`src/design/tga_rle_pkg.sv`:
```
`timescale 1ns / 1ps
// Shared types and constants for the TGA run-length pixel decoder.
package tga_rle_pkg;

   localparam int CSR_INDEX_WIDTH = 8;
   localparam int CSR_DATA_WIDTH  = 16;
   localparam int QUEUE_DEPTH     = 2;

   // Configuration register indexes.
   typedef enum logic [CSR_INDEX_WIDTH-1:0] {
      REG_RLE_MODE        = 8'd0,
      REG_BYTES_PER_PIXEL = 8'd1,
      REG_IMAGE_WIDTH     = 8'd2,
      REG_IMAGE_HEIGHT    = 8'd3
   } csr_reg_type;

   // One decoded pixel as it travels from the front end to the back end.
   typedef struct packed {
      logic [23:0] pixel_bytes;
      logic        is_555;
      logic [7:0]  copies;
      logic        last_pixel;
   } pix_rec_type;

endpackage

```
`src/design/tga_rle_ifs.sv`:
```
`timescale 1ns / 1ps
// Channel interfaces for the byte input, pixel output and register write ports.
interface tga_req_if;
   logic       valid;
   logic       ready;
   logic [7:0] data_byte;
   modport source (output valid, output data_byte, input ready);
   modport sink   (input valid, input data_byte, output ready);
endinterface

interface tga_rsp_if;
   logic       valid;
   logic       ready;
   logic [7:0] red;
   logic [7:0] green;
   logic [7:0] blue;
   logic [7:0] copies;
   logic       last_pixel;
   modport source (output valid, output red, output green, output blue, output copies,
                   output last_pixel, input ready);
   modport sink   (input valid, input red, input green, input blue, input copies,
                   input last_pixel, output ready);
endinterface

interface tga_csr_if;
   logic        valid;
   logic        ready;
   logic [7:0]  index;
   logic [15:0] data;
   modport source (output valid, output index, output data, input ready);
   modport sink   (input valid, input index, input data, output ready);
endinterface

```
`src/design/tga_rle_front.sv`:
```
`timescale 1ns / 1ps
// Front end: configuration registers, packet parsing, byte assembly and pixel counting.
module tga_rle_front (
   input  logic                     clock,
   input  logic                     reset,
   tga_req_if.sink                  req_bus,
   tga_csr_if.sink                  csr_bus,
   input  logic                     queue_full,
   output logic                     push,
   output tga_rle_pkg::pix_rec_type push_rec
);
   import tga_rle_pkg::*;

   logic        rle_mode_ff, rle_mode_in;
   logic [2:0]  bpp_ff, bpp_in;
   logic [15:0] width_ff, width_in;
   logic [15:0] height_ff, height_in;
   logic [31:0] total_ff, total_in;
   logic        expect_ff, expect_in;
   logic [1:0]  pos_ff, pos_in;
   logic [23:0] pb_ff, pb_in;
   logic        repeat_ff, repeat_in;
   logic [7:0]  remain_ff, remain_in;
   logic [31:0] left_ff, left_in;

   logic        accept;
   logic        csr_write;
   logic        csr_known;
   logic [1:0]  last_pos;
   logic [15:0] mul_a;
   logic [15:0] mul_b;
   logic [31:0] product;
   logic        new_rle;
   logic [23:0] pb_new;
   logic [7:0]  copies_raw;
   logic [7:0]  copies;
   logic [31:0] left_after;
   logic        last;

   // A byte is held off while a register write is offered, so none is dropped by a restart.
   assign req_bus.ready = !queue_full && !csr_bus.valid;
   assign csr_bus.ready = 1'b1;
   assign accept        = req_bus.valid && req_bus.ready;
   assign csr_write     = csr_bus.valid && csr_bus.ready;

   // Stored pixel size as the index of its final byte; odd settings clamp to 2 or 4 bytes.
   always_comb begin
      if (bpp_ff < 3'd3) begin
         last_pos = 2'd1;
      end else if (bpp_ff > 3'd4) begin
         last_pos = 2'd3;
      end else begin
         last_pos = 2'(bpp_ff - 3'd1);
      end
   end

   // The pixel count is formed from the incoming value and the other dimension,
   // so a restart has the new total ready in the cycle after the write.
   always_comb begin
      csr_known = 1'b1;
      mul_a     = width_ff;
      mul_b     = height_ff;
      new_rle   = rle_mode_ff;
      unique case (csr_bus.index)
         REG_RLE_MODE:        new_rle = csr_bus.data[0];
         REG_BYTES_PER_PIXEL: ;
         REG_IMAGE_WIDTH:     mul_a = csr_bus.data;
         REG_IMAGE_HEIGHT:    mul_b = csr_bus.data;
         default:             csr_known = 1'b0;
      endcase
   end

   assign product = mul_a * mul_b;

   always_comb begin
      pb_new = (pos_ff == 2'd0) ? 24'd0 : pb_ff;
      case (pos_ff)
         2'd0:    pb_new[7:0]   = req_bus.data_byte;
         2'd1:    pb_new[15:8]  = req_bus.data_byte;
         2'd2:    pb_new[23:16] = req_bus.data_byte;
         default: ;
      endcase
   end

   always_comb begin
      copies_raw = (rle_mode_ff && repeat_ff) ? remain_ff : 8'd1;
      if (copies_raw == 8'd0) begin
         copies_raw = 8'd1;
      end
      copies = ({24'd0, copies_raw} > left_ff) ? left_ff[7:0] : copies_raw;
      left_after = left_ff - {24'd0, copies};
      last = (left_after == 32'd0);
   end

   always_comb begin
      rle_mode_in = rle_mode_ff;
      bpp_in      = bpp_ff;
      width_in    = width_ff;
      height_in   = height_ff;
      total_in    = total_ff;
      expect_in   = expect_ff;
      pos_in      = pos_ff;
      pb_in       = pb_ff;
      repeat_in   = repeat_ff;
      remain_in   = remain_ff;
      left_in     = left_ff;
      push        = 1'b0;

      if (csr_write) begin
         if (csr_known) begin
            unique case (csr_bus.index)
               REG_RLE_MODE:        rle_mode_in = csr_bus.data[0];
               REG_BYTES_PER_PIXEL: bpp_in = csr_bus.data[2:0];
               REG_IMAGE_WIDTH:     width_in = csr_bus.data;
               REG_IMAGE_HEIGHT:    height_in = csr_bus.data;
               default:             ;
            endcase
            total_in  = product;
            expect_in = new_rle;
            pos_in    = 2'd0;
            pb_in     = 24'd0;
            repeat_in = 1'b0;
            remain_in = 8'd0;
            left_in   = product;
         end
      end else if (accept && left_ff != 32'd0) begin
         if (rle_mode_ff && expect_ff) begin
            repeat_in = req_bus.data_byte[7];
            remain_in = {1'b0, req_bus.data_byte[6:0]} + 8'd1;
            expect_in = 1'b0;
            pos_in    = 2'd0;
         end else if (pos_ff < last_pos) begin
            pb_in  = pb_new;
            pos_in = pos_ff + 2'd1;
         end else begin
            push   = 1'b1;
            pb_in  = pb_new;
            pos_in = 2'd0;
            left_in = left_after;
            if (rle_mode_ff) begin
               if (repeat_ff || remain_ff == 8'd0) begin
                  remain_in = 8'd0;
               end else begin
                  remain_in = remain_ff - 8'd1;
               end
               if (remain_in == 8'd0) begin
                  expect_in = 1'b1;
               end
            end
            // Finishing the image drops any rest of the packet and starts over.
            if (last) begin
               expect_in = rle_mode_ff;
               pb_in     = 24'd0;
               repeat_in = 1'b0;
               remain_in = 8'd0;
               left_in   = total_ff;
            end
         end
      end
   end

   assign push_rec.pixel_bytes = pb_new;
   assign push_rec.is_555      = (last_pos == 2'd1);
   assign push_rec.copies      = copies;
   assign push_rec.last_pixel  = last;

   always_ff @(posedge clock) begin
      if (reset) begin
         rle_mode_ff <= 1'b0;
         bpp_ff      <= 3'd3;
         width_ff    <= 16'd1;
         height_ff   <= 16'd1;
         total_ff    <= 32'd1;
         expect_ff   <= 1'b0;
         pos_ff      <= 2'd0;
         pb_ff       <= 24'd0;
         repeat_ff   <= 1'b0;
         remain_ff   <= 8'd0;
         left_ff     <= 32'd1;
      end else begin
         rle_mode_ff <= rle_mode_in;
         bpp_ff      <= bpp_in;
         width_ff    <= width_in;
         height_ff   <= height_in;
         total_ff    <= total_in;
         expect_ff   <= expect_in;
         pos_ff      <= pos_in;
         pb_ff       <= pb_in;
         repeat_ff   <= repeat_in;
         remain_ff   <= remain_in;
         left_ff     <= left_in;
      end
   end

endmodule

```
`src/design/tga_rle_queue.sv`:
```
`timescale 1ns / 1ps
// Small first-in first-out queue of decoded pixels between the front and back ends.
module tga_rle_queue #(
   parameter int Depth = tga_rle_pkg::QUEUE_DEPTH
) (
   input  logic                     clock,
   input  logic                     reset,
   input  logic                     push,
   input  tga_rle_pkg::pix_rec_type push_rec,
   input  logic                     pop,
   output tga_rle_pkg::pix_rec_type pop_rec,
   output logic                     full,
   output logic                     empty
);
   import tga_rle_pkg::*;

   localparam int PtrWidth   = (Depth > 1) ? $clog2(Depth) : 1;
   localparam int CountWidth = $clog2(Depth + 1);

   pix_rec_type           store_ff [Depth];
   logic [PtrWidth-1:0]   wr_ptr_ff, wr_ptr_in;
   logic [PtrWidth-1:0]   rd_ptr_ff, rd_ptr_in;
   logic [CountWidth-1:0] count_ff, count_in;

   function automatic logic [PtrWidth-1:0] next_ptr(input logic [PtrWidth-1:0] ptr);
      return (ptr == PtrWidth'(Depth - 1)) ? '0 : ptr + 1'b1;
   endfunction

   assign full    = (count_ff == CountWidth'(Depth));
   assign empty   = (count_ff == '0);
   assign pop_rec = store_ff[rd_ptr_ff];

   always_comb begin
      wr_ptr_in = push ? next_ptr(wr_ptr_ff) : wr_ptr_ff;
      rd_ptr_in = pop ? next_ptr(rd_ptr_ff) : rd_ptr_ff;
      count_in  = count_ff;
      if (push && !pop) begin
         count_in = count_ff + 1'b1;
      end else if (pop && !push) begin
         count_in = count_ff - 1'b1;
      end
   end

   always_ff @(posedge clock) begin
      if (reset) begin
         wr_ptr_ff <= '0;
         rd_ptr_ff <= '0;
         count_ff  <= '0;
      end else begin
         wr_ptr_ff <= wr_ptr_in;
         rd_ptr_ff <= rd_ptr_in;
         count_ff  <= count_in;
      end
   end

   always_ff @(posedge clock) begin
      if (push) begin
         store_ff[wr_ptr_ff] <= push_rec;
      end
   end

endmodule

```
`src/design/tga_rle_back.sv`:
```
`timescale 1ns / 1ps
// Back end: color expansion of queued pixels and the registered result stage.
module tga_rle_back (
   input  logic                     clock,
   input  logic                     reset,
   input  tga_rle_pkg::pix_rec_type pop_rec,
   input  logic                     queue_empty,
   output logic                     pop,
   tga_rsp_if.source                rsp_bus
);
   import tga_rle_pkg::*;

   logic       valid_ff, valid_in;
   logic [7:0] red_ff, red_in;
   logic [7:0] green_ff, green_in;
   logic [7:0] blue_ff, blue_in;
   logic [7:0] copies_ff;
   logic       last_ff;
   logic [7:0] p0, p1, p2;

   assign p0 = pop_rec.pixel_bytes[7:0];
   assign p1 = pop_rec.pixel_bytes[15:8];
   assign p2 = pop_rec.pixel_bytes[23:16];

   assign pop      = !queue_empty && (!valid_ff || rsp_bus.ready);
   assign valid_in = pop || (valid_ff && !rsp_bus.ready);

   // A 5-5-5 pixel is stored little endian: ARRRRRGG GGGBBBBB.
   always_comb begin
      if (pop_rec.is_555) begin
         red_in   = {p1[6:2], 3'b000};
         green_in = {p1[1:0], p0[7:5], 3'b000};
         blue_in  = {p0[4:0], 3'b000};
      end else begin
         red_in   = p2;
         green_in = p1;
         blue_in  = p0;
      end
   end

   always_ff @(posedge clock) begin
      if (reset) begin
         valid_ff <= 1'b0;
      end else begin
         valid_ff <= valid_in;
      end
   end

   always_ff @(posedge clock) begin
      if (pop) begin
         red_ff    <= red_in;
         green_ff  <= green_in;
         blue_ff   <= blue_in;
         copies_ff <= pop_rec.copies;
         last_ff   <= pop_rec.last_pixel;
      end
   end

   assign rsp_bus.valid      = valid_ff;
   assign rsp_bus.red        = red_ff;
   assign rsp_bus.green      = green_ff;
   assign rsp_bus.blue       = blue_ff;
   assign rsp_bus.copies     = copies_ff;
   assign rsp_bus.last_pixel = last_ff;

endmodule

```
`src/design/tga_rle_pixel_decoder_unit.sv`:
```
`timescale 1ns / 1ps
// Top level of the TGA run-length pixel decoder.
//
//   Channel   Direction  Payload                                 Transaction
//   req_bus   in         data_byte                               one image-data byte
//   rsp_bus   out        red, green, blue, copies, last_pixel    one decoded pixel
//   csr_bus   in         index, data                             one register write
//
// One byte is taken every cycle while the pixel queue has room and no register
// write is offered; a pixel is stored in a two-entry queue and then moves to an
// output register in the back end, so a stalled result side holds input only
// once both fill.
// Synchronous reset clears the control state and loads the register defaults.
// A register write restarts the image; the new pixel total is valid the next cycle.
module tga_rle_pixel_decoder_unit #(
   parameter int QueueDepth = tga_rle_pkg::QUEUE_DEPTH
) (
   input  logic       clock,
   input  logic       reset,
   tga_req_if.sink    req_bus,
   tga_rsp_if.source  rsp_bus,
   tga_csr_if.sink    csr_bus
);
   import tga_rle_pkg::*;

   logic        q_push;
   logic        q_pop;
   logic        q_full;
   logic        q_empty;
   pix_rec_type q_push_rec;
   pix_rec_type q_pop_rec;

   tga_rle_front u_front (
      .clock      (clock),
      .reset      (reset),
      .req_bus    (req_bus),
      .csr_bus    (csr_bus),
      .queue_full (q_full),
      .push       (q_push),
      .push_rec   (q_push_rec)
   );

   tga_rle_queue #(
      .Depth (QueueDepth)
   ) u_queue (
      .clock    (clock),
      .reset    (reset),
      .push     (q_push),
      .push_rec (q_push_rec),
      .pop      (q_pop),
      .pop_rec  (q_pop_rec),
      .full     (q_full),
      .empty    (q_empty)
   );

   tga_rle_back u_back (
      .clock       (clock),
      .reset       (reset),
      .pop_rec     (q_pop_rec),
      .queue_empty (q_empty),
      .pop         (q_pop),
      .rsp_bus     (rsp_bus)
   );

`ifndef NO_ASSERTIONS
   a_no_push_when_full: assert property (@(posedge clock) disable iff (reset)
      q_push |-> !q_full)
      else $error("pixel pushed into a full queue");

   a_push_lands: assert property (@(posedge clock) disable iff (reset)
      q_push |=> !q_empty || $past(q_pop))
      else $error("queued pixel went missing");

   a_copies_nonzero: assert property (@(posedge clock) disable iff (reset)
      rsp_bus.valid |-> rsp_bus.copies != 8'd0)
      else $error("result carries a zero copy count");

   a_queue_flags: assert property (@(posedge clock) disable iff (reset)
      !(q_full && q_empty))
      else $error("queue reports full and empty together");
`endif

endmodule
```
`src/flat_wrapper.sv`:
```
// flat-port wrapper written by rule: the top's interface ports become plain ports
module tga_rle_pixel_decoder_unit_flat import tga_rle_pkg::*;
#(
   parameter int QueueDepth = tga_rle_pkg::QUEUE_DEPTH
)
  (clock, reset, req_bus_valid, req_bus_data_byte, req_bus_ready, rsp_bus_valid, rsp_bus_red, rsp_bus_green, rsp_bus_blue, rsp_bus_copies, rsp_bus_last_pixel, rsp_bus_ready, csr_bus_valid, csr_bus_index, csr_bus_data, csr_bus_ready);
  tga_req_if req_bus_i ();
  tga_rsp_if rsp_bus_i ();
  tga_csr_if csr_bus_i ();
  input  logic clock;
  input  logic reset;
  input wire logic [$bits(req_bus_i.valid)-1:0] req_bus_valid;
  input wire logic [$bits(req_bus_i.data_byte)-1:0] req_bus_data_byte;
  output wire logic [$bits(req_bus_i.ready)-1:0] req_bus_ready;
  output wire logic [$bits(rsp_bus_i.valid)-1:0] rsp_bus_valid;
  output wire logic [$bits(rsp_bus_i.red)-1:0] rsp_bus_red;
  output wire logic [$bits(rsp_bus_i.green)-1:0] rsp_bus_green;
  output wire logic [$bits(rsp_bus_i.blue)-1:0] rsp_bus_blue;
  output wire logic [$bits(rsp_bus_i.copies)-1:0] rsp_bus_copies;
  output wire logic [$bits(rsp_bus_i.last_pixel)-1:0] rsp_bus_last_pixel;
  input wire logic [$bits(rsp_bus_i.ready)-1:0] rsp_bus_ready;
  input wire logic [$bits(csr_bus_i.valid)-1:0] csr_bus_valid;
  input wire logic [$bits(csr_bus_i.index)-1:0] csr_bus_index;
  input wire logic [$bits(csr_bus_i.data)-1:0] csr_bus_data;
  output wire logic [$bits(csr_bus_i.ready)-1:0] csr_bus_ready;
  assign req_bus_i.valid = req_bus_valid;
  assign req_bus_i.data_byte = req_bus_data_byte;
  assign req_bus_ready = req_bus_i.ready;
  assign rsp_bus_valid = rsp_bus_i.valid;
  assign rsp_bus_red = rsp_bus_i.red;
  assign rsp_bus_green = rsp_bus_i.green;
  assign rsp_bus_blue = rsp_bus_i.blue;
  assign rsp_bus_copies = rsp_bus_i.copies;
  assign rsp_bus_last_pixel = rsp_bus_i.last_pixel;
  assign rsp_bus_i.ready = rsp_bus_ready;
  assign csr_bus_i.valid = csr_bus_valid;
  assign csr_bus_i.index = csr_bus_index;
  assign csr_bus_i.data = csr_bus_data;
  assign csr_bus_ready = csr_bus_i.ready;
  tga_rle_pixel_decoder_unit #(.QueueDepth(QueueDepth)) u_core (.clock(clock), .reset(reset), .req_bus(req_bus_i), .rsp_bus(rsp_bus_i), .csr_bus(csr_bus_i));
endmodule
```
`config.mk`:
```
export PLATFORM = sky130hd
export DESIGN_NAME = tga_rle_pixel_decoder_unit_flat
export DESIGN_NICKNAME = d
export VERILOG_FILES = /design/src/design/tga_rle_pkg.sv /design/src/design/tga_rle_ifs.sv /design/src/design/tga_rle_front.sv /design/src/design/tga_rle_queue.sv /design/src/design/tga_rle_back.sv /design/src/design/tga_rle_pixel_decoder_unit.sv /design/src/flat_wrapper.sv
export SDC_FILE = /design/constraint.sdc
export NUM_CORES = 1
export LEC_CHECK = 0
export BUFFER_PORTS_ARGS = -buffer_cell sky130_fd_sc_hd__buf_2
export CAP_MARGIN = 5
export CELL_PAD_IN_SITES_DETAIL_PLACEMENT = 1
export CELL_PAD_IN_SITES_GLOBAL_PLACEMENT = 2
export CORE_AREA = 2 2 245 247
export CTS_CLUSTER_SIZE = 40
export DETAILED_ROUTE_END_ITERATION = 12
export DIE_AREA = 0 0 247 249
export PLACE_DENSITY_LB_ADDON = 0.25
export SYNTH_ARGS = -nofsm -noshare
export SYNTH_HDL_FRONTEND = slang
export SYNTH_SLANG_ARGS = --single-unit
export TNS_END_PERCENT = 50
```
`constraint.sdc`:
```
create_clock -name clock -period 15.7 [get_ports clock]
set_clock_uncertainty 0.1 [all_clocks]
set_input_delay 0 -clock clock [delete_from_list [all_inputs] [get_ports clock]]
set_output_delay 0 -clock clock [all_outputs]
set_load 0.005 [all_outputs]
```
==> impl_metrics.py <==
metrics = {
    "detailed_routing": {
        "vias": 16455,
        "ant_nets": 0,
        "remaining_drc_errors": 0,
        "drt_wl_total_um": 64000,
        "routedWlPerCell_um": 20.7,
        "drtPass1Iterations": 5,
        "avgViaCountPerCell": 5.33,
        "drtIter0Drc": 746,
    },
    "synthesis": {
        "yosysSeqAreaShare_pct": 28.8,
        "ys.warnings.count": 0,
        "synth_top_area_share_pct": 19.2,
        "yosys_register_bits": 243,
        "yosys_most_used_dff": "dfxtp_1",
        "async_reset_ff_share_pct": 0,
        "syn-cell-area_um2": 20400,
        "yosys-top-cells-area": "fa_1, edfxtp_1, dfxtp_1",
        "synthCells": 2237,
        "synth_edf_count": 101,
        "yosysTopAreaCell": "fa_1",
        "syn_area_per_cell_um2": 9.11,
        "synth.net_count": 2598,
        "synth_cell_types": 75,
    },
    "min_path": {
        "min_path_cells": 5,
        "hold_path_class": "input pin to flip-flop",
        "holdPathEnd": "u_core.u_front.rle_mode_ff$_SDFFE_PP0P_",
        "worstHoldStart": "csr_bus_index[7]",
    },
    "sta": {
        "slew_headroom_pct": 25.7,
        "min_period_over_period_pct": 52.2,
        "setup_viol": 0,
        "max_freq_mhz": 122,
        "slew_viol_final": 0,
        "setup_tns_ps": 0,
        "worst_pin_slew_ps": 1110,
        "rsz0062_at_grt": "no",
        "finalHoldViolations": 0,
        "hold-worst-slack_ps": 58.2,
        "fin_crit_ps": 8190,
    },
    "worst_setup_path": {
        "cpMostUsedCell": "fa_1",
        "path_class": "input pin to flip-flop",
        "reg2reg_slack_ps": 8400,
        "start_kind": "input pin",
        "crit_fanout": 30,
        "crit_buf_inv": 7,
        "cp_slowest_cell": "nor3_1",
        "cp.required_ps": 16120,
        "worst_r2r_path_depth": 22,
        "cp.arrival_ps": 8610,
        "crit_path_end_kind": "flip-flop",
        "r2r_end": "u_core.u_front.remain_ff[5]$_SDFFE_PP0P_",
        "path_delay_family": "adder cells",
        "slowest_delay_ps": 700,
        "timing.rr.start": "u_core.u_front.remain_ff[4]$_SDFFE_PP0P_",
    },
    "die": {
        "start_util_pct": 34.7,
        "die_area_um2": 61500,
        "fp.dieH_um": 249,
        "core_um2": 58700,
        "ios": 73,
        "rows": 89,
        "die_w_um": 247,
    },
    "grt": {
        "antenna_found_initial": 0,
        "gr-total-overflow": 0,
        "grt_pass1_vias": 17897,
        "track_usage_pct": 21.1,
        "grt_use_met3_pct": 1.90,
        "grt_max_degree": 71,
        "use_met1_pct": 25.9,
        "grt_pass1_wl_um": 102000,
        "grtUsageMet2_pct": 39.1,
        "busiest_layer": "met2",
    },
    "clock_tree": {
        "cts_made_buffers": 29,
        "cts_root_buffer": "clkbuf_16",
        "postCtsSetupRepairBufs": 0,
        "cts.sinks": 243,
        "clk-insertion-delay-late_ps": 600,
        "cts_max_path_buffers": 3,
        "htree_levels": 1,
        "clk_pin_slew_ps": 60,
        "cts_tree": "done",
    },
    "power_and_ir_drop": {
        "leakage_uw": 0.00967,
        "ir_drop_uv": 82.1,
        "p_per_area_nw_per_um2": 82.3,
    },
    "final_layout": {
        "final-instance-count-excl-fill": 3085,
        "final_core_util_pct": 38.8,
        "final_common_cell": "nand2_1",
        "layout_common_cells": "nand2_1, inv_1, nor2_1",
        "fillers": 6725,
        "post_route_cells_drive_above_1_share_pct": 9.30,
        "fin_nets": 2650,
        "antenna_cells": 0,
        "design_area_um2": 22800,
        "syn2layout_area_growth_pct": 11.8,
    },
    "place": {
        "dpl.hpwl_um": 49100,
        "gp_congestion": 0.847,
        "dp_cells": 2998,
        "dpl_cell_area_um2": 21500,
        "port_buffers": 71,
    },
    "run_status": {
        "status": "finished clean",
    },
    "job": {
        "max-cap-violations": 0,
    },
}
## metrics by stage
stage	setup slack, ps	total power [uW]
2_1_floorplan	8250	1050
3_3_place_gp	7070	1190
3_5_place_dp	6870	1200
4_1_cts	7420	1900
5_1_grt	6930	1970
6_report	7510	1880
## what timing repair did
item,in CTS,in global routing
endpoints found under the hold margin,151,0
gates resized for setup,0,0
setup endpoints to repair,0,0
hold buffers,32,0
## Yosys cell counts (all sizes together), types with 6 or more instances
master	number
a31oi	7
nor2b	21
o31ai	9
dfxtp	142
or3	12
a211oi	70
o21ai	61
a2111oi	7
nand2b	26
mux2i	55
and2	25
and3	6
a21oi	132
nand4b	29
nand3	27
buf	22
xor2	43
xnor2	21
inv	261
or2	7
nor4	18
a21o	20
clkbuf	85
o211ai	8
mux2	49
nand4	14
o21a	10
nand2	291
ha	129
edfxtp	101
nor3	50
fa	195
nor2	221
## layout make-up
class / count / area (um2) / share of cell area (%)
clock buffer: 43 / 838 / 3.68
clock inverter: 11 / 125 / 0.549
inverter: 262 / 983 / 4.32
multi-input combinational: 1625 / 13100 / 57.6
sequential: 243 / 5880 / 25.8
tap: 773 / 967 / 4.25
timing repair buffer: 128 / 866 / 3.80
## kinds of logic after synthesis
logic type / share of synthesized area, %
AND/OR/NAND/NOR: 17.5
buffers and inverters: 6.87
AO/OA/AOI/OAI: 11.5
adder cells (fa/ha/maj): 27.1
flip-flops: 28.8
multiplexers: 5.41
XOR/XNOR: 2.75
other: 0.0184
## how the worst max path moves through the flow
| stage | start | end | cells past startpoint |
|---|---|---|---|
| floorplan | csr_bus_index[5] | u_core.u_front.left_ff[31]$_SDFFE_PP0P_ | 27 |
| detailed placement | csr_bus_index[5] | u_core.u_front.left_ff[31]$_SDFFE_PP0P_ | 27 |
| global placement | csr_bus_index[5] | u_core.u_front.left_ff[31]$_SDFFE_PP0P_ | 27 |
| CTS | csr_bus_index[6] | u_core.u_front.left_ff[31]$_SDFFE_PP0P_ | 27 |
| global route | csr_bus_index[6] | u_core.u_front.left_ff[31]$_SDFFE_PP0P_ | 27 |
| finish | csr_bus_index[6] | u_core.u_front.left_ff[31]$_SDFFE_PP0P_ | 27 |
## registers in the layout (all words and copies together) (netlist names), 2 cells and up, named ones only
name,count
u_core.u_front.total_ff,32
u_core.u_queue.count_ff,2
u_core.u_front.height_ff,16
u_core.u_front.width_ff,16
u_core.u_front.pos_ff,2
u_core.u_back.rsp_bus.blue,8
u_core.u_front.bpp_ff,3
u_core.u_back.rsp_bus.copies,8
u_core.u_queue.store_ff,68
u_core.u_front.left_ff,32
u_core.u_back.rsp_bus.green,8
u_core.u_back.rsp_bus.red,8
u_core.u_front.remain_ff,8
u_core.u_front.pb_ff,24
## routing by layer
metal	wire length [um]	vias to the layer above	share of wire (%)
met1	27100	8416	42
li1	-	7646	-
met3	1880	98	2.9
met2	33200	295	52
met5	0	-	0
met4	1830	0	2.9
## worst min-delay path: cells and delay by family
family          cells  cell delay (ps)
mux                 1              110
simple gates        2              250
buf+inv             1              100
compound gates      1              230
## where the power goes
group | leakage (uW) | switching, uW | total (uW) | internal, uW
clock | 0.000474 | 284 | 686 | 402
combinational | 0.00709 | 272 | 428 | 156
sequential | 0.00211 | 31.9 | 761 | 729
total | 0.00967 | 588 | 1880 | 1290
(Power assumes the default switching activity.)
